$ cat src/hdl/fzn_pkg.sv
// package for the feature z-score normaliser
// holds payload structs, operation and status codes and sizing constants
// no dependencies
package fzn_pkg;

  localparam int unsigned DEF_MAX_FEATURES = 64;
  localparam int unsigned MAX_EXAMPLES     = 4095;

  localparam int unsigned IDX_W   = 6;
  localparam int unsigned VAL_W   = 24;
  localparam int unsigned SIG_W   = 23;
  localparam int unsigned CNT_W   = 12;
  localparam int unsigned NF_W    = 7;
  localparam int unsigned SUM_W   = 36;
  localparam int unsigned SSQ_W   = 60;
  localparam int unsigned PROD_W  = 72;
  localparam int unsigned DSR_W   = 24;
  localparam int unsigned LEN_W   = 7;
  localparam int unsigned MAG_W   = 36;
  localparam int unsigned VAR_W   = 46;

  localparam logic CFG_NUM_FEATURES  = 1'b0;
  localparam logic CFG_NORM_NOMINAL  = 1'b1;

  typedef enum logic [1:0] {
    OP_CLEAR = 2'd0,
    OP_ACCUM = 2'd1,
    OP_FINAL = 2'd2,
    OP_NORM  = 2'd3
  } op_e;

  typedef enum logic [1:0] {
    ST_OK        = 2'd0,
    ST_RANGE     = 2'd1,
    ST_COUNT_SAT = 2'd2,
    ST_OUT_SAT   = 2'd3
  } status_e;

  typedef struct packed {
    op_e                     operation;
    logic [IDX_W-1:0]        feature_index;
    logic signed [VAL_W-1:0] feature_value;
    logic                    example_usable;
    logic                    last_element;
    logic                    nominal_feature;
  } fzn_in_t;

  typedef struct packed {
    logic signed [VAL_W-1:0] result_value;
    logic [SIG_W-1:0]        result_sigma;
    logic [IDX_W-1:0]        result_index;
    logic                    last_result;
    status_e                 status;
  } fzn_out_t;

endpackage

$ cat src/hdl/fzn_sqrt.sv
// bit-pair integer square root, one root bit a cycle
// depends on fzn_pkg for widths
module fzn_sqrt import fzn_pkg::*; (
  input  logic             clk_i,
  input  logic             rst_ni,
  input  logic             start_i,
  input  logic [VAR_W-1:0] v_i,
  output logic             busy_o,
  output logic             done_o,
  output logic [SIG_W-1:0] root_o
);

  logic             busy_q, busy_d, done_q, done_d;
  logic [VAR_W-1:0] v_q, v_d, r_q, r_d, bit_q, bit_d, t;

  always_comb begin
    t      = r_q + bit_q;
    busy_d = busy_q;
    done_d = 1'b0;
    v_d    = v_q;
    r_d    = r_q;
    bit_d  = bit_q;
    if (start_i) begin
      busy_d = 1'b1;
      v_d    = v_i;
      r_d    = '0;
      bit_d  = VAR_W'(1) << (VAR_W - 2);
    end else if (busy_q) begin
      if (v_q >= t) begin
        v_d = v_q - t;
        r_d = (r_q >> 1) + bit_q;
      end else begin
        r_d = r_q >> 1;
      end
      bit_d = bit_q >> 2;
      if (bit_q[0]) begin
        busy_d = 1'b0;
        done_d = 1'b1;
      end
    end
  end

  always_ff @(posedge clk_i or negedge rst_ni) begin
    if (!rst_ni) begin
      busy_q <= 1'b0;
      done_q <= 1'b0;
    end else begin
      busy_q <= busy_d;
      done_q <= done_d;
    end
  end

  always_ff @(posedge clk_i) begin
    v_q   <= v_d;
    r_q   <= r_d;
    bit_q <= bit_d;
  end

  assign busy_o = busy_q;
  assign done_o = done_q;
  assign root_o = r_q[SIG_W-1:0];

endmodule

$ cat config.mk
export PLATFORM = sky130hd
export DESIGN_NAME = fzn_sqrt
export DESIGN_NICKNAME = d
export VERILOG_FILES = /design/src/hdl/fzn_pkg.sv /design/src/hdl/fzn_sqrt.sv
export SDC_FILE = /design/constraint.sdc
export NUM_CORES = 1
export LEC_CHECK = 0
export BUFFER_PORTS_ARGS = -buffer_cell sky130_fd_sc_hd__buf_2
export CAP_MARGIN = 20
export CORE_UTILIZATION = 40
export CTS_CLUSTER_DIAMETER = 80
export DETAILED_ROUTE_END_ITERATION = 6
export PLACE_DENSITY = 0.69
export RECOVER_POWER = 100
export SLEW_MARGIN = 20
export SYNTH_ARGS = -nofsm -noshare
export SYNTH_HDL_FRONTEND = slang
export SYNTH_SLANG_ARGS = --single-unit
$ cat constraint.sdc
create_clock -name clk_i -period 10.8 [get_ports clk_i]
set_input_delay 3.24 -clock clk_i [delete_from_list [all_inputs] [get_ports clk_i]]
set_output_delay 3.24 -clock clk_i [all_outputs]
set_load 0.03 [all_outputs]
==> out/summary.json <==
{
  "syn_area_um2": 10300,
  "initialDrtViolationCount": 820,
  "leading_cell_types_by_total_area_after_synthesis": "dfxtp_1 (13%), edfxtp_1 (13%), ha_1 (11%)",
  "postCtsHoldBufs": 0,
  "clkSlewWorstSetupHoldPaths_ps": 60,
  "hold_path.class": "reg2reg",
  "die_outline_width_um": 163,
  "synthesis.instances": 1267,
  "yosysTopAreaCellShare_pct": 13.4,
  "area_growth_syn_to_layout_pct": 8.87,
  "die_height_um": 163,
  "crit_path_end_kind": "register",
  "wl_per_cell_um": 17.5,
  "vias_per_cell": 5.90,
  "stdcell_count": 1624,
  "critical_path.startpoint_type": "register",
  "final.period_utilization_pct": 72.2,
  "criticalPathCategory": "reg2reg",
  "synth.yosys.warnings": 0,
  "grt_antenna_before_repair": 0,
  "ys_ff_latch": 117,
  "total_count_of_hold_check_failures_in_the_final_report": 0,
  "ant_nets": 0,
  "final.setup_skew_ps": 8.97,
  "tritoncts_num_sinks": 117,
  "final_net_count": 1425,
  "post-synth-top-count-cell": "nand2_1",
  "grt_pass1_wl_um": 46300,
  "dp.final_hpwl_um": 20500,
  "final_layout_size_suffix_gt1_share_pct": 7.96,
  "grt.overflow.total": 0,
  "first_global_vias": 9103,
  "die-area_um2": 26500,
  "max-slew-margin-rel_pct": -39.7,
  "timing.final.crit_period_ps": 7800,
  "synth_sequential_area_ratio_pct": 27.2,
  "worst-path-max-fanout": 24,
  "post_synth_net_total": 1411,
  "worst-endpoint-required_ps": 11100,
  "cts_resized": 0,
  "cts_tree": "done",
  "sequential_cell_area_um2": 2820,
  "yosys_most_used_dff": "dfxtp_1",
  "drt_pre_antenna_iters": 6,
  "fmax_mhz": 128,
  "grt_usage_pct": 21.8,
  "clock_buffers_created_by_tritoncts": 17,
  "clockRootBuffer": "clkbuf_16",
  "maxSlewViolCount": 80,
  "fillers": 2514,
  "grt_start_max_net_pins": 120,
  "failing_checks": "capacitance limit, slew limit",
  "critical_path_arrival_ps": 8100,
  "clock_path_buffers": 2,
  "top_level_ports": 74,
  "yosysTopAreaCell": "dfxtp_1",
  "worstMarginPinSlew_ps": 2070,
  "initial_utilization_pct": 41.0,
  "worst_ir_drop_vdd_mv": 0.141,
  "ys_async_sr_fraction_pct": 1.71,
  "core_region_um2": 25300,
  "clock_latency_ps": 430,
  "globalplace.congestion": 0.919,
  "rsz0062_at_grt": "false",
  "synth_area_per_cell_um2": 8.16,
  "max_h_tree_level": 4,
  "drt-total-wl_um": 28500,
  "maxCapViolations": 3,
  "cts.repair_timing.setup_buffer_count": 0,
  "numPlacedInstances": 1592,
  "outcome": "finished, violations left",
  "timing.setup.tns_ps": 0,
  "remaining_drc_errors": 0,
  "synth-edff-count": 46,
  "power.density_nw_per_um2": 273,
  "netlist_cell_types": 80,
  "row_count": 58,
  "port-buffer-count": 73,
  "power.leakage_nw": 4.50,
  "netlist_top_cells_count": "nand2_1 (138), nor2_1 (111), o21ai_0 (100)",
  "vias": 9574,
  "final-setup-viol-count": 0,
  "area_of_combinational_cells_with_multiple_inputs_um2": 6970,
  "totalPowerFinal_mw": 3.07,
  "ant_diodes": 0
}
## cell type report
class	count	share of cell area (%)
clock buffer	23	4.07
clock inverter	9	1.13
inverter	25	0.833
multi-input combinational	1042	61.9
sequential	117	25.0
tap	330	3.67
timing repair buffer	78	3.39
## power by group
group / switching (mW) / internal (mW) / leakage [nW]
clock: 0.215 / 0.367 / 0.277
sequential: 0.108 / 0.639 / 1.06
combinational: 1.06 / 0.677 / 3.17
## state kept, by name, indices dropped and copies added (netlist names)
register  count
r_q          46
v_q          46
bit_q        23
busy_o        1
done_o        1
## cell families after synthesis
kind of cell | synth area share [%]
AO/OA/AOI/OAI | 27.1
AND/OR/NAND/NOR | 16.9
flip-flops | 27.2
buffers and inverters | 4.98
XOR/XNOR | 9.06
adder cells (fa/ha/maj) | 11.6
multiplexers | 3.15
## cell usage in the layout (no fill, tap or decap), types with 5 or more instances in the layout
master     count
a31oi_1       45
or3_1          7
a311oi_1      11
o21bai_1      15
clkbuf_1      33
and3_1        12
a21o_1        28
nand2_1      138
a221oi_1      12
mux2i_1       28
edfxtp_1      46
ha_1          94
nand4_1       20
a31o_2        10
nor2_1       112
and2_1        11
a211oi_1      33
o211ai_1       8
nor2b_1       16
o21a_1        14
xnor2_1       51
dfxtp_1       69
nor3_1        13
buf_2         46
nand3_1       24
inv_1         25
o22ai_1        5
o21ai_0      101
nand2b_1      11
o21ai_1        5
a21oi_1       94
clkbuf_16     17
xor2_1        56
## final timing paths
check | from | to | slack (ps) | depth (start not counted)
setup reg to reg | r_q[2] | r_q[28] | 3000 | 22
setup / recovery | r_q[2] | r_q[28] | 3000 | 22
max in group asynchronous | rst_ni | busy_o | 8080 | 1
hold / removal | r_q[0] | r_q[0] | 520 | 2
min in group asynchronous | rst_ni | busy_o | 2580 | 1
hold reg to reg | r_q[0] | r_q[0] | 520 | 2
## routing by layer
layer	global-route usage [%]	part of all wire, %	up-vias
met5	0	0	-
met4	7.01	2.2	0
met3	4.18	6.8	55
met2	35.6	45	346
met1	28.8	46	4460
li1	-	-	4713
## per-stage QoR
stage	worst slack (ps)	hold slack [ps]	cell area [um^2]	util [%]
finish	3000	523	11300	44.6
global route	2320	562	11300	44.6
CTS	4300	529	11400	45.0
detailed placement	4370	516	10800	42.6
global placement	4590	514	10800	42.6
floorplan	2900	474	10300	-
## worst max-delay path, cell delays in order, from the launching register on
cell	delay [ps]
dfxtp_1	440
ha_1	310
a31oi_1	360
a211oi_1	230
a31oi_1	400
o221a_1	430
inv_1	70
a21oi_1	220
o21bai_1	120
a31oi_1	280
o21bai_1	120
xnor2_1	150
ha_1	380
nand2_1	90
o22ai_1	120
nor2_1	100
o21ai_0	220
or4_1	660
and3_1	210
o21a_1	320
nor2_1	1380
nand2_1	640
a221oi_1	430
(Power assumes the default switching activity.)
