$ cat config.mk
export PLATFORM = sky130hd
export DESIGN_NAME = fzn_mul
export DESIGN_NICKNAME = d
export VERILOG_FILES = /design/src/hdl/fzn_pkg.sv /design/src/hdl/fzn_mul.sv
export SDC_FILE = /design/constraint.sdc
export NUM_CORES = 1
export LEC_CHECK = 0
export BUFFER_PORTS_ARGS = -buffer_cell sky130_fd_sc_hd__buf_2
export CORE_MARGIN = 5
export CORE_UTILIZATION = 55
export DETAILED_ROUTE_END_ITERATION = 7
export PLACE_DENSITY = 0.82
export SYNTH_ARGS = -nofsm -noshare
export SYNTH_HDL_FRONTEND = slang
export SYNTH_SLANG_ARGS = --single-unit
$ cat constraint.sdc
create_clock -name clk_i -period 10.6 [get_ports clk_i]
set_input_delay 0.53 -clock clk_i [delete_from_list [all_inputs] [get_ports clk_i]]
set_output_delay 0.53 -clock clk_i [all_outputs]
set_load 0.005 [all_outputs]
$ cat src/hdl/fzn_pkg.sv
// package for the feature z-score normaliser
// holds payload structs, operation and status codes and sizing constants
// no dependencies
package fzn_pkg;

  localparam int unsigned DEF_MAX_FEATURES = 64;
  localparam int unsigned MAX_EXAMPLES     = 4095;

  localparam int unsigned IDX_W   = 6;
  localparam int unsigned VAL_W   = 24;
  localparam int unsigned SIG_W   = 23;
  localparam int unsigned CNT_W   = 12;
  localparam int unsigned NF_W    = 7;
  localparam int unsigned SUM_W   = 36;
  localparam int unsigned SSQ_W   = 60;
  localparam int unsigned PROD_W  = 72;
  localparam int unsigned DSR_W   = 24;
  localparam int unsigned LEN_W   = 7;
  localparam int unsigned MAG_W   = 36;
  localparam int unsigned VAR_W   = 46;

  localparam logic CFG_NUM_FEATURES  = 1'b0;
  localparam logic CFG_NORM_NOMINAL  = 1'b1;

  typedef enum logic [1:0] {
    OP_CLEAR = 2'd0,
    OP_ACCUM = 2'd1,
    OP_FINAL = 2'd2,
    OP_NORM  = 2'd3
  } op_e;

  typedef enum logic [1:0] {
    ST_OK        = 2'd0,
    ST_RANGE     = 2'd1,
    ST_COUNT_SAT = 2'd2,
    ST_OUT_SAT   = 2'd3
  } status_e;

  typedef struct packed {
    op_e                     operation;
    logic [IDX_W-1:0]        feature_index;
    logic signed [VAL_W-1:0] feature_value;
    logic                    example_usable;
    logic                    last_element;
    logic                    nominal_feature;
  } fzn_in_t;

  typedef struct packed {
    logic signed [VAL_W-1:0] result_value;
    logic [SIG_W-1:0]        result_sigma;
    logic [IDX_W-1:0]        result_index;
    logic                    last_result;
    status_e                 status;
  } fzn_out_t;

endpackage

$ cat src/hdl/fzn_mul.sv
// shift-add multiplier, one multiplier bit a cycle, stops when it runs out of bits
// depends on fzn_pkg for widths
module fzn_mul import fzn_pkg::*; (
  input  logic              clk_i,
  input  logic              rst_ni,
  input  logic              start_i,
  input  logic [PROD_W-1:0] a_i,
  input  logic [MAG_W-1:0]  b_i,
  output logic              busy_o,
  output logic              done_o,
  output logic [PROD_W-1:0] prod_o
);

  logic              busy_q, busy_d, done_q, done_d;
  logic [PROD_W-1:0] a_q, a_d, p_q, p_d;
  logic [MAG_W-1:0]  b_q, b_d;

  always_comb begin
    busy_d = busy_q;
    done_d = 1'b0;
    a_d    = a_q;
    b_d    = b_q;
    p_d    = p_q;
    if (start_i) begin
      busy_d = 1'b1;
      a_d    = a_i;
      b_d    = b_i;
      p_d    = '0;
    end else if (busy_q) begin
      if (b_q == '0) begin
        busy_d = 1'b0;
        done_d = 1'b1;
      end else begin
        if (b_q[0]) begin
          p_d = p_q + a_q;
        end
        a_d = {a_q[PROD_W-2:0], 1'b0};
        b_d = {1'b0, b_q[MAG_W-1:1]};
      end
    end
  end

  always_ff @(posedge clk_i or negedge rst_ni) begin
    if (!rst_ni) begin
      busy_q <= 1'b0;
      done_q <= 1'b0;
    end else begin
      busy_q <= busy_d;
      done_q <= done_d;
    end
  end

  always_ff @(posedge clk_i) begin
    a_q <= a_d;
    b_q <= b_d;
    p_q <= p_d;
  end

  assign busy_o = busy_q;
  assign done_o = done_q;
  assign prod_o = p_q;

endmodule

==> metrics.csv <==
stage,metric,value,unit
yosys,synth_compound_area_share,18.1,%
cts,clk_latency,0.44,ns
floorplan,die_y,153,um
detailed_routing,drc,0,
critical_path,critPathSlowestCell,or4b_1,
final_layout,drive_above_1_share,25.6,%
yosys,ys.flop_type,edfxtp_1,
yosys,synth_seq_cells,182,
critical_path,cp.buffers_inverters,0,
yosys,ys_seq_area_share,42.3,%
pwr,power.density,201,mW/mm^2
yosys,synth_top_area_cell,edfxtp_1,
min_path,hold_class,input pin to register,
timing,slew_violations,0,
yosys,synth_mux_area_share,10.9,%
global_routing,antenna_found_initial,1,
global_routing,grt_pass1_vias,9235,
global_routing,gr-usage-all-layers,23.4,%
yosys,synth_edf_count,108,
yosys,synth_fp_nets,1329,
yosys,synthArstFlopShare,1.10,%
critical_path,critical_path_class,register to register,
cts,cts_num_sinks,182,
detailed_routing,drtAntennaViolNets,0,
cts,postCtsSetupBuffers,0,
global_routing,grt_max_degree,106,
yosys,yosysMostFrequentCell,nand2_1,
timing,fmax,253,MHz
yosys,synth-warning-count,0,
critical_path,cpLargestDelayFamily,compound AO/OA/AOI/OAI gates,
placement,dp_cells,1549,
critical_path,required,10.98,ns
cts,clk_pin_slew_worst_paths,0.08,ns
critical_path,critPathCaptureType,register,
timing,slew_headroom,40.0,%
cts,clockBufferDepth,2,
final_layout,syn2layout_area_growth,15.6,%
placement,place_area,0.0123,sq mm
cts,root_buffer,clkbuf_16,
placement,hpwlAfterDp,20.7,mm
yosys,synth_area_leaders,"edfxtp_1 29%, dfxtp_1 13%, mux2_2 11%",
yosys,synth_top_area_share,29.0,%
yosys,synthTopCellsByCount,"171 x nand2_1, 133 x a21oi_1, 108 x edfxtp_1, 106 x mux2_2, 72 x dfxtp_1",
timing,tightest_slew,0.901,ns
floorplan,die_area,0.0233,sq mm
final_layout,fin_cells,1582,
outcome,status,"finished, final reports clean",
critical_path,crit_fanout,5,
timing,min_period,3.95,ns
yosys,synth_top_family_by_area,compound AO/OA/AOI/OAI gates,
detailed_routing,drt_first_pass_iters,5,
cts,cts_tree,done,
detailed_routing,vias,9366,
timing,hold_viol,0,
timing,rsz0062_at_grt,false,
global_routing,grt_pass1_wl,45.9,mm
critical_path,slowest_delay,0.49,ns
pwr,static-leakage-power,5.64,nW
final_layout,n_antenna_cell,0,
detailed_routing,wl_per_cell,17.7,um
detailed_routing,drt-initial-drc-count,743,
detailed_routing,vias_per_cell,5.92,
final_layout,finalInstanceArea,0.0129,sq mm
timing,fin_tns_setup,0,ns
placement,gp_congestion,0.904,
cts,htreeDepth,4,
timing,fin_worst_skew,0.0177,ns
final_layout,fin_nets,1482,
yosys,synthSimpleGateAreaFrac,13.3,%
floorplan,coreArea,0.0202,sq mm
floorplan,fp.dieW,153,um
floorplan,pin_count,185,
timing,fin_crit_sh,37.2,%
yosys,syn_area,0.0112,sq mm
pwr,ir_worst_vdd,0.000110,V
floorplan,rows,52,
yosys,avgSynthCellArea,9.77,sq um
critical_path,crit_chain,ha_1 > fa_1 > a21o_1 > a221oi_2 > o31ai_2 > a211o_1 > a311oi_4 > o41ai_1 > a21oi_2 > o21a_2 > o21ai_1 > or4b_1 > nand3_1,
yosys,netlist_instances,1146,
yosys,synthAdderAreaFrac,8.11,%
yosys,synth.distinct_cells,64,
critical_path,cp-start-kind,register,
timing,hold_ws,0.377,ns
yosys,synthXorXnorAreaFrac,4.85,%
global_routing,overflow,0,
cts,ctsResizeCount,0,
floorplan,start_util,55.5,%
run,cap_viol_max_count,0,
placement,port_buffers,184,
timing,setup_viol,0,
detailed_routing,wirelength,28.0,mm
critical_path,cp.arrival,4.33,ns
pwr,p_total,2.60,mW
cts,cts_buffers,17,
through the flow:
| stage | setup slack [ns] | util (%) |
|---|---|---|
| floorplan | 6.53 | - |
| global placement | 6.87 | 60.9 |
| detailed placement | 6.67 | 60.9 |
| CTS | 6.65 | 64.2 |
| global route | 6.41 | 64.2 |
| finish | 6.65 | 64.2 |
metal layers:
metal  track usage, %  wire length (um)
met5                0                13
met4             6.02               444
met3             5.37              1910
met2             39.1             13400
met1             31.0             12300
flip-flops by register name (all words and copies together) (netlist names):
register  flops
prod_o       72
b_q          36
done_o        1
a_q          72
busy_o        1
layout make-up:
cell class	instances	area [sq um]
fill	1642	7230
multi-input combinational	892	6200
sequential	182	4730
timing repair buffer	189	967
clock buffer	17	425
tap	270	338
clock inverter	15	210
inverter	17	63.8
power by group:
part / internal (mW) / leakage [nW] / switching, mW
sequential: 0.861 / 1.77 / 0.0855
combinational: 0.420 / 3.56 / 0.562
clock: 0.331 / 0.307 / 0.339
total: 1.61 / 5.64 / 0.987
cells in the final DEF, fill, tap and decap left out, types with 7 or more instances in the layout:
cell       instances
nor4_1            11
a21oi_1          133
clkbuf_16         17
buf_2            183
o21ai_1           13
xor2_1            31
inv_1             17
a211oi_1          14
ha_1              71
nand4_1           17
a31oi_1           12
nor2_1            39
nand3_1           29
nand2_1          169
dfxtp_1           72
edfxtp_1         108
a21o_1            43
o21bai_1          18
o21a_1            10
nand2b_1          10
o31ai_1            7
o21ai_0           37
mux2_2           106
nor3_1            11
xnor2_1           31
cell families after synthesis:
group / after synthesis
simple gates: 325
compound gates: 324
xor+xnor: 62
mux: 109
buf+inv: 72
fa+ha+maj: 72
flops: 182
path summary, 6_finish.rpt:
kind	from	end	slack (ns)	cells past startpoint
worst max-delay path	a_q[0]$_SDFFCE_PN0P_	prod_o[46]$_SDFFE_PP0P_	6.65	13
worst min-delay path	b_i[35]	b_q[35]$_SDFFCE_PN0P_	0.38	2
worst max register to register	a_q[0]$_SDFFCE_PN0P_	prod_o[46]$_SDFFE_PP0P_	6.65	13
worst min register to register	prod_o[19]$_SDFFE_PP0P_	prod_o[19]$_SDFFE_PP0P_	0.47	2
max in group asynchronous	rst_ni	busy_o$_DFF_PN0_	10.08	2
min in group asynchronous	rst_ni	done_o$_DFF_PN0_	0.42	2
timing repair:
action	4_1_cts	5_1_grt
hold endpoints to repair	2	0
setup endpoints to repair	0	0
hold buffers	1	0
(Power assumes the default switching activity.)
