===== config.mk =====
export PLATFORM = sky130hd
export DESIGN_NAME = fzn_div
export DESIGN_NICKNAME = d
export VERILOG_FILES = /design/src/hdl/fzn_pkg.sv /design/src/hdl/fzn_div.sv
export SDC_FILE = /design/constraint.sdc
export NUM_CORES = 1
export LEC_CHECK = 0
export BUFFER_PORTS_ARGS = -buffer_cell sky130_fd_sc_hd__buf_2
export CORE_ASPECT_RATIO = 0.7
export CORE_MARGIN = 10
export CORE_UTILIZATION = 40
export CTS_CLUSTER_SIZE = 40
export DETAILED_ROUTE_END_ITERATION = 6
export PLACE_DENSITY = 0.69
export SETUP_SLACK_MARGIN = 0.5
export SKIP_CTS_REPAIR_TIMING = 1
export SLEW_MARGIN = 20
export SYNTH_ARGS = -nofsm -noshare
export SYNTH_HDL_FRONTEND = slang
export SYNTH_SLANG_ARGS = --single-unit

===== constraint.sdc =====
create_clock -name clk_i -period 3 [get_ports clk_i]
set_clock_uncertainty 0.2 [all_clocks]
set_input_delay 0.45 -clock clk_i [delete_from_list [all_inputs] [get_ports clk_i]]
set_output_delay 0.45 -clock clk_i [all_outputs]
set_load 0.05 [all_outputs]

===== src/hdl/fzn_pkg.sv =====
// package for the feature z-score normaliser
// holds payload structs, operation and status codes and sizing constants
// no dependencies
package fzn_pkg;

  localparam int unsigned DEF_MAX_FEATURES = 64;
  localparam int unsigned MAX_EXAMPLES     = 4095;

  localparam int unsigned IDX_W   = 6;
  localparam int unsigned VAL_W   = 24;
  localparam int unsigned SIG_W   = 23;
  localparam int unsigned CNT_W   = 12;
  localparam int unsigned NF_W    = 7;
  localparam int unsigned SUM_W   = 36;
  localparam int unsigned SSQ_W   = 60;
  localparam int unsigned PROD_W  = 72;
  localparam int unsigned DSR_W   = 24;
  localparam int unsigned LEN_W   = 7;
  localparam int unsigned MAG_W   = 36;
  localparam int unsigned VAR_W   = 46;

  localparam logic CFG_NUM_FEATURES  = 1'b0;
  localparam logic CFG_NORM_NOMINAL  = 1'b1;

  typedef enum logic [1:0] {
    OP_CLEAR = 2'd0,
    OP_ACCUM = 2'd1,
    OP_FINAL = 2'd2,
    OP_NORM  = 2'd3
  } op_e;

  typedef enum logic [1:0] {
    ST_OK        = 2'd0,
    ST_RANGE     = 2'd1,
    ST_COUNT_SAT = 2'd2,
    ST_OUT_SAT   = 2'd3
  } status_e;

  typedef struct packed {
    op_e                     operation;
    logic [IDX_W-1:0]        feature_index;
    logic signed [VAL_W-1:0] feature_value;
    logic                    example_usable;
    logic                    last_element;
    logic                    nominal_feature;
  } fzn_in_t;

  typedef struct packed {
    logic signed [VAL_W-1:0] result_value;
    logic [SIG_W-1:0]        result_sigma;
    logic [IDX_W-1:0]        result_index;
    logic                    last_result;
    status_e                 status;
  } fzn_out_t;

endpackage


===== src/hdl/fzn_div.sv =====
// serial restoring divider, one quotient bit a cycle
// dividend arrives msb-aligned, len gives the number of quotient bits
module fzn_div import fzn_pkg::*; (
  input  logic              clk_i,
  input  logic              rst_ni,
  input  logic              start_i,
  input  logic [PROD_W-1:0] dvd_i,
  input  logic [DSR_W-1:0]  dsr_i,
  input  logic [LEN_W-1:0]  len_i,
  output logic              busy_o,
  output logic              done_o,
  output logic [PROD_W-1:0] quo_o
);

  logic              busy_q, busy_d, done_q, done_d;
  logic [LEN_W-1:0]  cnt_q, cnt_d;
  logic [PROD_W-1:0] dvd_q, dvd_d;
  logic [DSR_W-1:0]  rem_q, rem_d, dsr_q, dsr_d;
  logic [DSR_W:0]    rs;
  logic              ge;

  always_comb begin
    rs     = {rem_q, dvd_q[PROD_W-1]};
    ge     = rs >= {1'b0, dsr_q};
    busy_d = busy_q;
    done_d = 1'b0;
    cnt_d  = cnt_q;
    dvd_d  = dvd_q;
    rem_d  = rem_q;
    dsr_d  = dsr_q;
    if (start_i) begin
      busy_d = 1'b1;
      cnt_d  = len_i;
      dvd_d  = dvd_i;
      rem_d  = '0;
      dsr_d  = dsr_i;
    end else if (busy_q) begin
      rem_d = ge ? DSR_W'(rs - {1'b0, dsr_q}) : rs[DSR_W-1:0];
      dvd_d = {dvd_q[PROD_W-2:0], ge};
      cnt_d = cnt_q - 1'b1;
      if (cnt_q == LEN_W'(1)) begin
        busy_d = 1'b0;
        done_d = 1'b1;
      end
    end
  end

  always_ff @(posedge clk_i or negedge rst_ni) begin
    if (!rst_ni) begin
      busy_q <= 1'b0;
      done_q <= 1'b0;
      cnt_q  <= '0;
    end else begin
      busy_q <= busy_d;
      done_q <= done_d;
      cnt_q  <= cnt_d;
    end
  end

  always_ff @(posedge clk_i) begin
    dvd_q <= dvd_d;
    rem_q <= rem_d;
    dsr_q <= dsr_d;
  end

  assign busy_o = busy_q;
  assign done_o = done_q;
  assign quo_o  = dvd_q;

endmodule


==> results.json <==
{
  "status": "finished, violations left",
  "violations": "negative hold slack",
  "h-tree-depth": 4,
  "start_util": 0.406,
  "leakage_nw": 3.97,
  "cp.required_ps": 3120,
  "period_minus_slack_ps": 2980,
  "holdWs_ps": -1.92,
  "clock_path_buffers": 2,
  "ys_warn_count": 0,
  "rows": 39,
  "crit_arrival_ps": 3100,
  "antenna_left": 0,
  "synth_top_area_cell": "edfxtp_1",
  "synthTopCellsByArea": "edfxtp_1, mux2_2, dfxtp_1",
  "worstSetupStartpointType": "flip-flop",
  "powerDensity_nw_per_um2": 615,
  "ys_ff_latch": 129,
  "r2r_end": "rem_q[22]",
  "synthesis.nets": 673,
  "vias": 4975,
  "drt_first_pass_iters": 4,
  "synth_common_cells": "edfxtp_1, mux2_2, nor2_1",
  "synthFlopType": "edfxtp_1",
  "clkLatencyLatePin_ps": 430,
  "final.fill_count": 1413,
  "placed_cells": 934,
  "p_int_mw": 3.72,
  "synth_cell_types": 55,
  "grt.overflow.total": 0,
  "antenna_found_initial": 2,
  "whs_endpoint": "dsr_q[6]",
  "r2r-start": "quo_o[71]",
  "dpl.hpwl_um": 12300,
  "numCtsBuffers": 17,
  "pwr-share-clk": 0.375,
  "netlist_area_sq_um": 6580,
  "drive_gt1_frac": 0.468,
  "max_freq_mhz": 335,
  "fin_cells": 998,
  "clock-sinks": 129,
  "drt_iter0_markers": 194,
  "coreArea_sq_um": 16200,
  "slew_viol_final": 0,
  "routed_via_density": 4.98,
  "area_growth_syn_to_layout_pct": 36.4,
  "clk_pin_slew_ps": 60,
  "irDropWorstVdd_v": 0.000532,
  "fin_area_sq_um": 8970,
  "cts_root_buf": "clkbuf_16",
  "power_mw": 5.52,
  "crit_fanout": 4,
  "setup_ws_ps": 15.5,
  "p_sw_mw": 1.79,
  "die_area_sq_um": 22100,
  "avgSynthCellArea_sq_um": 12.2,
  "hold_path.class": "input pin to flip-flop",
  "postSynthCellCount": 540,
  "hp-start": "dsr_i[6]",
  "cap_violations": 0,
  "synth.most_common_cell": "edfxtp_1",
  "p_sw_frac": 0.325,
  "setup_viol": 0,
  "hold_violations": 2,
  "nets": 892,
  "max_slew_margin": 0.618,
  "rsz0062_at_grt": "true",
  "synth_edf_count": 96,
  "synth_top_area_frac": 0.438,
  "grt_usage": 0.147,
  "reg2regPathDepth": 12,
  "die_h_um": 127,
  "detail_route.wl_per_cell_um": 17.5,
  "drt_wl_total_um": 17400,
  "post-route-period-util": 0.995,
  "portBuffers": 179,
  "tightest_slew_ps": 574,
  "worstSetupPathType": "flip-flop to flip-flop",
  "ioPinCount": 180,
  "grt_pass1_vias": 5141,
  "seqPwrFrac": 0.403,
  "fp.dieW_um": 173,
  "grt_start_max_net_pins": 59,
  "place_ws_ps": -5.74,
  "gp_congestion": 0.860,
  "async_flop_share": 0.0698,
  "r2r_slack_ps": 20,
  "comb_power_share": 0.222,
  "hold_depth": 1,
  "cts_tree": "built",
  "grt_pass1_wl_um": 26200,
  "post-route-drc-count": 0,
  "ys_seq_area_frac": 0.546,
  "cp-end-kind": "flip-flop",
  "placed_area_sq_um": 7810
}
[kinds of logic (layout without fill, tap and decap cells)]
kind of cell,Yosys count,in the layout,share of synthesized area
flops,129,129,0.546
compound gates,117,117,0.125
simple gates,102,102,0.0694
mux,83,83,0.140
buf+inv,59,291,0.0371
fa+ha+maj,27,27,0.0525
xor+xnor,23,23,0.0306
other cells,0,1,0
[cells in the final DEF, fill, tap and decap left out, types with 13 or more instances in the layout]
cell type and count:
buf_2 178, edfxtp_1 96, mux2_2 71, nor2_1 40, inv_1 34, a21oi_1 26, nand2_1 24, dfxtp_1 24
ha_1 20, clkbuf_16 20, dlygate4sd3_1 19, o21ai_0 18, a211oi_1 17, buf_4 15, xnor2_1 13
[metrics by stage]
stage | TNS [ps] | hold WS, ps | util
after floorplan | -38.2 | -45.6 | -
after global placement | 0 | 106 | 0.482
after detailed placement | -5.74 | 113 | 0.482
after CTS | -98.1 | -342 | 0.519
after global routing | -796 | 0.0399 | 0.553
final | 0 | -1.92 | 0.554
[state kept, by name, summed over array words and instances (netlist names)]
register	count
cnt_q	7
rem_q	24
dsr_q	24
quo_o	72
busy_o	1
done_o	1
[how the worst max path moves through the flow]
stage / to / startpoint / slack [ps] / cells past startpoint
floorplan: rem_q[22] / quo_o[71] / -40 / 12
global placement: rem_q[16] / dsr_q[3] / 110 / 11
detailed placement: rem_q[15] / dsr_q[3] / -6 / 11
CTS: rem_q[22] / quo_o[71] / -60 / 12
global route: rem_q[22] / quo_o[71] / -140 / 12
finish: rem_q[22] / quo_o[71] / 20 / 12
[cell type report]
class                   count  area [sq um]  share of cell area
inverters                  36           139              0.0155
clock inverters            15           166              0.0186
repair buffers            223          1390               0.155
flip-flops and latches    129          3590               0.400
clock buffers              17           425              0.0474
well taps                 225           282              0.0314
multi-input cells         352          2970               0.332
diodes                      1          2.50            0.000279
[power by group through the flow]
stage               clock, mW  combinational (mW)  sequential, mW
global route             2.18                1.31            2.25
CTS                      2.12                1.15            2.22
global placement            0                1.13            2.25
detailed placement          0                1.15            2.25
floorplan                   0               0.428            2.66
finish                   2.07                1.22            2.22
[worst max-delay path, stage by stage (launching register included)]
cell and delay (ps):
edfxtp_1 360, inv_1 60, ha_2 180, fa_2 370, nor2b_4 150, o31a_1 220
o211a_4 210, a2bb2oi_2 80, a311oi_2 290, a41o_1 240, mux2i_1 230, nor3b_1 80
a2111oi_2 200
[layer usage]
layer  vias to the layer above  part of all wire  global-route usage  wire [um]
met5                         -                 0                   0          0
met4                         0             0.014              0.0465        248
met3                        19             0.064              0.0650       1120
met2                       128              0.48               0.235       8440
met1                      2392              0.44               0.174       7640
li1                       2436                 -                   -          -
No activity file was read; power rests on OpenSTA's default activity.
