===== src/hdl/fzn_ram.sv =====
// single-port-write, single-port-read memory with registered read data
// per-entry valid bits make unwritten or cleared entries read as zero
// no package dependencies
module fzn_ram #(
  parameter int unsigned W     = 8,
  parameter int unsigned DEPTH = 64,
  parameter int unsigned AW    = 6
) (
  input  logic          clk_i,
  input  logic          rst_ni,
  input  logic          clr_i,
  input  logic          we_i,
  input  logic [AW-1:0] waddr_i,
  input  logic [W-1:0]  wdata_i,
  input  logic          re_i,
  input  logic [AW-1:0] raddr_i,
  output logic [W-1:0]  rdata_o
);

  logic [W-1:0]     mem [DEPTH];
  logic [DEPTH-1:0] vld_q;
  logic [W-1:0]     rdata_q;

  always_ff @(posedge clk_i or negedge rst_ni) begin
    if (!rst_ni) begin
      vld_q <= '0;
    end else if (clr_i) begin
      vld_q <= '0;
    end else if (we_i) begin
      vld_q[waddr_i] <= 1'b1;
    end
  end

  always_ff @(posedge clk_i) begin
    if (we_i) begin
      mem[waddr_i] <= wdata_i;
    end
    if (re_i) begin
      rdata_q <= vld_q[raddr_i] ? mem[raddr_i] : '0;
    end
  end

  assign rdata_o = rdata_q;

endmodule


===== config.mk =====
export PLATFORM = sky130hd
export DESIGN_NAME = fzn_ram
export DESIGN_NICKNAME = d
export VERILOG_FILES = /design/src/hdl/fzn_ram.sv
export SDC_FILE = /design/constraint.sdc
export NUM_CORES = 1
export LEC_CHECK = 0
export ABC_CLOCK_PERIOD_IN_PS = 3700
export BUFFER_PORTS_ARGS = -buffer_cell sky130_fd_sc_hd__buf_2
export CAP_MARGIN = 20
export CORE_ASPECT_RATIO = 0.6
export CORE_UTILIZATION = 45
export DETAILED_ROUTE_END_ITERATION = 10
export PLACE_DENSITY = 0.68
export SLEW_MARGIN = 40
export SYNTH_ARGS = -nofsm -noshare
export SYNTH_HDL_FRONTEND = slang
export SYNTH_SLANG_ARGS = --single-unit

===== constraint.sdc =====
create_clock -name clk_i -period 3.7 [get_ports clk_i]
set_input_delay 0.185 -clock clk_i [delete_from_list [all_inputs] [get_ports clk_i]]
set_output_delay 0.185 -clock clk_i [all_outputs]
set_load 0.005 [all_outputs]

==> results of run 1 <==
## cells by family after synthesis
family	share of synthesized area
flops	0.757
simple gates	0.0478
mux	0.143
compound gates	0.0346
buf+inv	0.0174
## area by class of cell
type / count / share of cell area
sequential: 584 / 0.676
multi-input combinational: 512 / 0.208
clock buffer: 66 / 0.0535
tap: 650 / 0.0319
timing repair buffer: 68 / 0.0202
clock inverter: 26 / 0.0103
inverter: 6 / 0.000884
antenna: 1 / 0.0000982
## through the flow
stage	power [uW]	hold WS, ns	std cells	worst slack [ns]	area [um^2]
global placement	8040	0.414	1818	0.898	23700
floorplan	7770	-0.111	1166	1.63	22700
CTS	13300	0.0364	1912	1.37	25400
detailed placement	8060	0.229	1818	0.871	23800
global route	13500	0.0592	1912	1.31	25500
finish	13200	0.0489	1913	1.37	25500
## how the worst min path moves through the flow
stage                            to  slack [ns]  cells past startpoint
after floorplan            vld_q[0]       -0.11                      0
after global placement    vld_q[50]        0.41                      1
final                      vld_q[4]        0.05                      2
after CTS                  vld_q[4]        0.04                      2
after global routing      vld_q[10]        0.06                      2
after detailed placement  vld_q[50]        0.23                      1
## placed cells by master, fill, tap and decap left out, types with 2 or more instances in the layout
cell type / synthesis / layout
or2_0: 2 / 2
a21oi_1: 34 / 34
a22o_1: 2 / 2
inv_1: 6 / 6
bufinv_16: 0 / 5
nand2b_1: 3 / 3
clkbuf_8: 0 / 3
nand3b_1: 2 / 2
dlygate4sd3_1: 0 / 2
buf_2: 18 / 25
buf_4: 7 / 35
nor4_1: 8 / 8
nor2_1: 196 / 141
and2_1: 2 / 2
nor3_2: 8 / 8
clkinv_2: 0 / 6
a22oi_1: 65 / 65
mux4_2: 140 / 140
clkinv_1: 0 / 10
o311a_1: 2 / 2
buf_12: 1 / 4
clkbuf_16: 0 / 51
nand3_1: 8 / 7
or3b_2: 2 / 2
clkbuf_1: 28 / 12
mux2i_1: 10 / 10
clkinvlp_4: 0 / 2
nand2_1: 10 / 10
nor2_2: 0 / 54
or3_1: 2 / 2
nor2b_1: 6 / 5
dfrtp_1: 64 / 64
edfxtp_1: 520 / 520
## what timing repair did
action | 4_1_cts | 5_1_grt
setup buffers | 0 | 0
hold buffers | 2 | 0
setup endpoints to repair | 0 | 0
endpoints found under the hold margin | 49 | 0
## synth_stat cells, drive strengths merged
library cell and n:
and2 2, a311oi 2, o21ai 1, mux4 140, inv 6, buf 36, or3 2, a21oi 34
nand2b 3, o311a 2, nand3b 2, nand4 1, a22o 2, a31oi 1, mux2i 10, or3b 2
nor3 10, nor4 8, nor2 196, dfrtp 64, clkbuf 28, a211oi 1, a22oi 65, a221oi 1
o21ba 1, nor2b 6, or2 2, edfxtp 520, nand3 8, nand2 10
## power groups by stage
stage                     sequential [uW]  clock (uW)  combinational [uW]
after floorplan                      7380           0                 385
after global placement               7390           0                 658
after detailed placement             7390           0                 678
after CTS                            7240        5340                 681
after global routing                 7240        5580                 727
final                                7240        5300                 685
## state kept, by name (all words and copies together), names as in the netlist
name and count:
mem 512, rdata_o 8, vld_q 64
## per-layer routing
metal / global-route usage / vias to the layer above
met1: 0.320 / 6129
li1: - / 4799
met2: 0.281 / 586
met3: 0.0667 / 77
met5: 0.00844 / -
met4: 0.0423 / 4
## critical path: stages (launching register included)
cell and delay (ns):
dfrtp_1 0.39, mux4_2 0.53, or2_0 0.22, a311oi_1 0.34
a211oi_2 0.09, a31oi_4 0.40, nor3_2 0.09
==> metrics, run 1 <==
fmax=429 MHz; Via density=6.06; Total GRT Usage=0.206; Synth cell types=36; syn_area_per_cell=19.5 um^2; CTS buffer count=49; nature of the critical path endpoint=register; status=completed; Clock Path Buffers=3; Setup CP Type=register to register; Die Y=176 um; wire length per cell=27.4 um; PwrDens=519 mW/mm^2; die area=0.0515 mm^2; Hold Path Class=input pin to register; Fin. Hold Viols=0; critical path peak fanout=8; Top Metal Used=met5; post-synth top area share=0.687; sw power=2820 uW; post_cts resized=0; antenna-violating nets left=0; CTS root buf=clkbuf_16; share of cells above drive strength 1=0.277; CTS HTree Levels=2; FF/Latch Area=0.0172 mm^2; hold_sp=clr_i; Reg2Reg Depth=6; # clock sinks=584; Comb pwr share=0.052; First-pass DRT Iterations=5; max_slew headroom=0.358; fin crit period=2.33 ns; Sequential Power Share=0.547; I/O Buffers=32; fillers=3904; Iter 0 DRT Violations=1508; Layout Nets=1246; Startpoint Class=register; syn nets=1191; Clock Latency Late Sink=0.58 ns; fin. max-slew vios=0; Seq/Total Area, Yosys=0.757; CP endpoint=rdata_o[7]; Worst-path clk slew=0.07 ns; origin of the worst setup path=vld_q[22]; Net Sw Frac=0.213; Yosys reg bits=584; multi-input logic area=0.00529 mm^2; dpl hpwl=32800 um; grt ovf=0; Mapped Cells=1166; Lkg Pwr=0.00820 uW; # DRC=0; number of global-route vias before repair=11300; initial antenna violation count=1; dominant cell type by area after synthesis=edfxtp_1; RR Startpoint=vld_q[22]; Peak supply drop=530 uV; Slew @ Worst Pin=0.961 ns; Worst R2R End=rdata_o[7]; met2 wire len=22200 um; Ports=33; P&R area growth vs syn=12.1%; final core utilization=0.513; Period Utilization, post-route=0.631; Pint=10400 uW; pin count of the biggest net entering global routing=65; Critical Path RT=4.01 ns; CTS tree=yes; Initial Utilization=0.458; Max Cap Viol=0; synthesized cell area=0.0227 mm^2; global placer's final weighted congestion=0.878; DR WL met3=6070 um; Reg2Reg Setup Slack=1.37 ns; Final Skew=0.0156 ns; Via Count=11600; RSZ-0062 raised after global routing=false; first-pass GRT wire length=76500 um; setup TNS=0 ns; num rows=63; core area=0.0497 mm^2; Area contributors post-synth=edfxtp_1 69%, mux4_2 14%, dfrtp_1 7.0%, nor2_1 3.2%, a22oi_1 2.1%; Post-Route WL=52500 um; M1 WL=23400 um; clock network power share=0.401; YS warnings=0; Chip Width=292 um; WP data arrival=2.64 ns; final setup vio count=0
Note: power is estimated with default switching activity, not from simulation.
==> run 2, diff against run 1 <==
--- a/config.mk
+++ b/config.mk
@@ -5,13 +5,13 @@
 export SDC_FILE = /design/constraint.sdc
 export NUM_CORES = 1
 export LEC_CHECK = 0
-export ABC_CLOCK_PERIOD_IN_PS = 3700
+export ABC_CLOCK_PERIOD_IN_PS = 2000
 export BUFFER_PORTS_ARGS = -buffer_cell sky130_fd_sc_hd__buf_2
 export CAP_MARGIN = 20
 export CORE_ASPECT_RATIO = 0.6
 export CORE_UTILIZATION = 45
 export DETAILED_ROUTE_END_ITERATION = 10
-export PLACE_DENSITY = 0.68
+export PLACE_DENSITY = 0.7
 export SLEW_MARGIN = 40
 export SYNTH_ARGS = -nofsm -noshare
 export SYNTH_HDL_FRONTEND = slang
==> constraint.sdc (replaced) <==
create_clock -name clk_i -period 2 [get_ports clk_i]
set_input_delay 0.1 -clock clk_i [delete_from_list [all_inputs] [get_ports clk_i]]
set_output_delay 0.1 -clock clk_i [all_outputs]
set_load 0.005 [all_outputs]
==> metrics, run 2 (same netlist as run 1, synthesis figures left out) <==
first-pass GRT wire length=79000 um (+3.3%); dpl hpwl=35600 um (+8.4%); Comb pwr share=0.059 (+0.007); sw power=5140 uW (+82%); Worst R2R End=rdata_o[3]; Iter 0 DRT Violations=1789 (+19%); Clock Latency Late Sink=0.58 ns (about the same); fin. max-slew vios=0 (unchanged); Via Count=12200 (+5.3%); Net Sw Frac=0.210 (-0.00366); Period Utilization, post-route=1.12 (+0.490); I/O Buffers=32 (unchanged); slowest stage delay, CP=0.49 ns (-0.04 ns); delay-heaviest family, CP=compound AO/OA/AOI/OAI gates; # clock sinks=584 (unchanged); status=finished with violations; CTS tree=yes; Critical Path RT=2.32 ns (-1.69 ns); nature of the critical path endpoint=register; Reg2Reg Depth=7 (+1); die area=0.0515 mm^2 (unchanged); RSZ-0062 raised after global routing=true; Worst Path Buf+Inv=1 (+1); share of cells above drive strength 1=0.308 (+0.0302); Post-Route WL=53200 um (+1.5%); Setup CP Type=register to register; max_slew headroom=0.540 (+0.183); Cell Chain, Critical Path=mux4_2 -> or2_1 -> a311oi_2 -> a211oi_2 -> a31oi_4 -> buf_4 -> nor3_2; Worst-path clk slew=0.07 ns (about the same); P&R area growth vs syn=17.2%; final core utilization=0.537 (+0.0237); Slew @ Worst Pin=0.689 ns (-0.271 ns); num rows=63 (unchanged); Via density=5.96 (-1.6%); slowest CP cell=mux4_2; Ports=33 (unchanged); Total GRT Usage=0.211 (+0.00469); WHS Path Cells=1 (-1); Peak supply drop=886 uV (+67%); antenna-violating nets left=0 (unchanged); most frequent cells in the layout=520 x edfxtp_1, 194 x nor2_1, 141 x buf_4; global placer's final weighted congestion=0.892 (+1.6%); wire length per cell=26.0 um (-5.2%); Final Skew=0.0230 ns (+0.00734 ns); hold_sp=wdata_i[6]; First-pass DRT Iterations=6 (+1); Fin. Hold Viols=0 (unchanged); clock network power share=0.395 (-0.006); Post-Place Setup Slack=-0.271 ns (-1.14 ns); most common cell after layout, fill and taps aside=edfxtp_1; RR Startpoint=vld_q[38]; CTS root buf=clkbuf_16; CTS HTree Levels=2 (unchanged); Lkg Pwr=0.00899 uW (+9.6%); WHS Endpoint=mem[11][6]; Chip Width=292 um (unchanged); fin area=0.0267 mm^2 (+4.6%); grt ovf=0 (unchanged); CTS buffer count=49 (unchanged); violated checks=setup timing; Reg2Reg Setup Slack=-0.24 ns (-1.61 ns); Layout Nets=1382 (+11%); pin count of the biggest net entering global routing=65 (unchanged); ANT cells=0 (-1); Max Cap Viol=0 (unchanged); Hold Slack=0.0124 ns (-0.0365 ns); PwrDens=921 mW/mm^2 (+77%); Die Y=176 um (unchanged); fillers=3764 (-3.6%); cell area after placement=0.0249 mm^2 (+4.8%); initial antenna violation count=1 (unchanged); fin crit period=2.24 ns (-0.0927 ns); Startpoint Class=register; Initial Utilization=0.458 (unchanged); number of global-route vias before repair=11900 (+5.5%); critical path peak fanout=3 (-5); Clock Path Buffers=3 (unchanged); Hold Path Class=input pin to register; fmax=446 MHz (+4.1%); worst setup margin=-0.241 ns (-1.61 ns); Most flops, register=mem; final setup vio count=8 (+8); WP data arrival=2.57 ns (-0.07 ns); Sequential Power Share=0.546 (about the same); max FFs per register=512 (unchanged); core area=0.0497 mm^2 (unchanged); # DRC=0 (unchanged); Pint=19400 uW (+86%)
==> run 2: cell count changes in the layout (fill, tap and decap cells not counted), moves of 2 or more <==
| cell | change |
|---|---|
| buf_4 | +106 |
| clkinv_2 | -2 |
| buf_12 | +24 |
| clkbuf_8 | +3 |
| dlygate4sd3_1 | +2 |
| nor2_2 | -52 |
| buf_2 | +3 |
| nor2_1 | +53 |
==> run 2: layout make-up <==
cell class	count	area [um^2]	area share
Clock buffer	70	1410	0.0528
Clock inverter	22	214	0.00803
Inverter	6	22.5	0.000845
Multi-Input combinational cell	512	5150	0.193
Sequential cell	584	17200	0.646
Tap cell	650	813	0.0305
Timing Repair Buffer	204	1840	0.0689
==> run 2: how the worst max path moves through the flow <==
stage	from	end	slack, ns	cells after the start
after global placement	raddr_i[0]	rdata_o[4]	-0.29	7
final	vld_q[38]	rdata_o[3]	-0.24	7
after floorplan	vld_q[38]	rdata_o[0]	-0.01	6
after global routing	vld_q[34]	rdata_o[5]	-0.28	7
after detailed placement	raddr_i[0]	rdata_o[3]	-0.27	7
after CTS	vld_q[38]	rdata_o[3]	-0.18	7
==> run 2: worst register-to-register path, stage by stage (launching register included) <==
cell and delay, ns:
dfrtp_1 0.38, mux4_2 0.49, or2_1 0.24, a311oi_2 0.37, a211oi_2 0.10, a31oi_4 0.21, buf_4 0.17, nor3_2 0.04
==> run 2: per-layer routing <==
| metal | vias to the layer above | global-route usage | routed length [um] |
|---|---|---|---|
| met5 | - | 0 | 0 |
| li1 | 5070 | - | - |
| met4 | 0 | 0.0390 | 787 |
| met2 | 684 | 0.292 | 22400 |
| met1 | 6382 | 0.339 | 24100 |
| met3 | 73 | 0.0509 | 5970 |
==> run 2: power by group through the flow <==
stage,Sequential [uW],Clock (uW),Combinational (uW)
floorplan,13700,0,714
global placement,13700,0,1390
detailed placement,13700,0,1410
CTS,13400,9800,1440
global route,13400,10300,1540
finish,13400,9690,1450
==> run 2: what timing repair did <==
action,in CTS,in global routing
setup endpoints to repair,8,8
buffers inserted,3,3
hold buffers,4,0
endpoints found under the hold margin,56,0
pin swaps,2,3
resized for setup,2,1
==> run 2: stage by stage <==
stage          power [uW]  TNS (ns)  instances
6_report            24500     -1.84       2048
5_1_grt             25200     -2.22       2048
4_1_cts             24600     -1.38       2045
3_5_place_dp        15100     -1.95       1946
3_3_place_gp        15000     -1.94       1946
2_1_floorplan       14400   -0.0719       1166
==> run 3, diff against run 2 <==
--- a/config.mk
+++ b/config.mk
@@ -11,7 +11,6 @@
 export CORE_ASPECT_RATIO = 0.6
 export CORE_UTILIZATION = 45
 export DETAILED_ROUTE_END_ITERATION = 10
-export PLACE_DENSITY = 0.7
 export SLEW_MARGIN = 40
 export SYNTH_ARGS = -nofsm -noshare
 export SYNTH_HDL_FRONTEND = slang
==> metrics, run 3 (same netlist as run 1, synthesis figures left out) <==
critical path peak fanout=8 (+5); Fin. Hold Viols=0 (unchanged); CTS root buf=clkbuf_16; Chip Width=292 um (unchanged); Slew @ Worst Pin=0.772 ns (+0.0827 ns); Clock Path Buffers=3 (unchanged); most common cell after layout, fill and taps aside=edfxtp_1; Worst-path clk slew=0.07 ns (about the same); P&R area growth vs syn=18.0%; max_slew headroom=0.485 (-0.0551); Post-Route WL=55700 um (+4.6%); Die Y=176 um (unchanged); slowest stage delay, CP=0.51 ns (+0.02 ns); Ports=33 (unchanged); Total GRT Usage=0.223 (+0.0120); most frequent cells in the layout=520 x edfxtp_1, 194 x nor2_1, 155 x buf_4; postcts setup bufs=0 (-3); routing usage on met3=0.0498 (-0.00101); grt met1 use=0.355 (+0.0169); Via Count=12000 (-2.1%); Post-Place Setup Slack=-0.294 ns (-0.0234 ns); WP data arrival=2.48 ns (-0.09 ns); final setup vio count=8 (unchanged); fillers=3871 (+2.8%); wire length per cell=27.0 um (+3.7%); # clock sinks=584 (unchanged); Setup CP Type=register to register; Layout Cells excl Fill=2065 (+0.83%); Via density=5.79 (-2.9%); global placer's final weighted congestion=0.888 (-0.52%); First-pass DRT Iterations=5 (-1); violated checks=setup timing; Layout Nets=1397 (+1.1%); multi-input logic area=0.00514 mm^2 (-0.15%); fin crit period=2.16 ns (-0.0760 ns); nature of the critical path endpoint=register; Design Power=25100 uW (+2.2%); Initial Utilization=0.458 (unchanged); die area=0.0515 mm^2 (unchanged); number of global-route vias before repair=12100 (+1.6%); setup TNS=-1.30 ns (+0.541 ns); PwrDens=935 mW/mm^2 (+1.6%); grt met2 use=0.312 (+0.0206); RSZ-0062 raised after global routing=true; Startpoint Class=register; Max Cap Viol=0 (unchanged); dpl hpwl=36400 um (+2.3%); worst setup margin=-0.165 ns (+0.0760 ns); grt ovf=0 (unchanged); Final Skew=0.0159 ns (-0.00709 ns); slowest CP cell=mux4_2; initial antenna violation count=1 (unchanged); Clock Latency Late Sink=0.58 ns (about the same); status=finished with violations; CTS tree=yes; first-pass GRT wire length=82700 um (+4.6%); GR peak layer=met1; CTS buffer count=52 (+6.1%); fmax=462 MHz (+3.5%); Period Utilization, post-route=1.08 (-0.0380); FF/Latch Area=0.0172 mm^2 (unchanged); # DRC=0 (unchanged); pin count of the biggest net entering global routing=65 (unchanged); CTS HTree Levels=2 (unchanged); share of cells above drive strength 1=0.320 (+0.0128); Cell Chain, Critical Path=mux4_2 -> or2_1 -> a311oi_2 -> a211oi_2 -> a31oi_4 -> buf_12 -> nor3_2; I/O Buffers=32 (unchanged); Lkg Pwr=0.00911 uW (+1.4%); placed cell count=1965 (+0.98%); Hold Path Class=input pin to register; Iter 0 DRT Violations=1262 (-29%); Most flops, register=mem; num rows=63 (unchanged); max FFs per register=512 (unchanged); antenna-violating nets left=0 (unchanged); Critical Path RT=2.32 ns (about the same); fin. max-slew vios=0 (unchanged); Peak supply drop=651 uV (-27%); core area=0.0497 mm^2 (unchanged)
-- run 3: critical path, delay by kind of cell (launching register included) --
kind	cells	cell delay, ns
DFF	1	0.39
muxes	1	0.51
buffers and inverters	1	0.15
AOI/OAI and AO/OA	3	0.56
and+or+nand+nor	2	0.28
-- run 3: worst paths after layout --
path,slack (ns),start,to,depth (start not counted)
max reg2reg,-0.16,vld_q[22],rdata_o[1],7
min,0.01,wdata_i[7],mem[5][7],1
min in group asynchronous,0.07,rst_ni,vld_q[55],2
max,-0.16,vld_q[22],rdata_o[1],7
min reg2reg,0.50,vld_q[63],vld_q[63],2
max in group asynchronous,1.33,rst_ni,vld_q[41],3
-- run 3: what timing repair did --
action / CTS / global route
resized for setup: 0 / 1
endpoints found under the setup margin: 8 / 8
pin swaps: 6 / 3
hold buffers: 3 / 0
endpoints found under the hold margin: 82 / 0
-- run 3: through the flow --
step	area, um^2	utilization	hold WS [ns]
2_1_floorplan	22700	-	-0.196
3_3_place_gp	25100	0.505	0.103
3_5_place_dp	25100	0.505	0.116
4_1_cts	26800	0.540	0.000737
5_1_grt	26800	0.540	0.0281
6_report	26800	0.540	0.0117
-- run 3: report_power, final --
group	internal (uW)	leakage, uW	switching, uW
registers	13400	0.00558	28.2
logic	613	0.00267	858
clock network	5840	0.000856	4370
total	19800	0.00911	5260
-- run 3: cell type report --
class	count	share of cell area
repair buffers	216	0.0710
clock buffers	74	0.0557
inverters	6	0.000839
multi-input cells	512	0.192
clock inverters	22	0.00881
diodes	1	0.0000933
flip-flops and latches	584	0.642
well taps	650	0.0303
-- run 3: per-layer routing --
layer / wire [um] / share of wire
met1: 27000 / 0.48
met3: 4200 / 0.075
met5: 0 / 0
met2: 23600 / 0.42
met4: 847 / 0.015
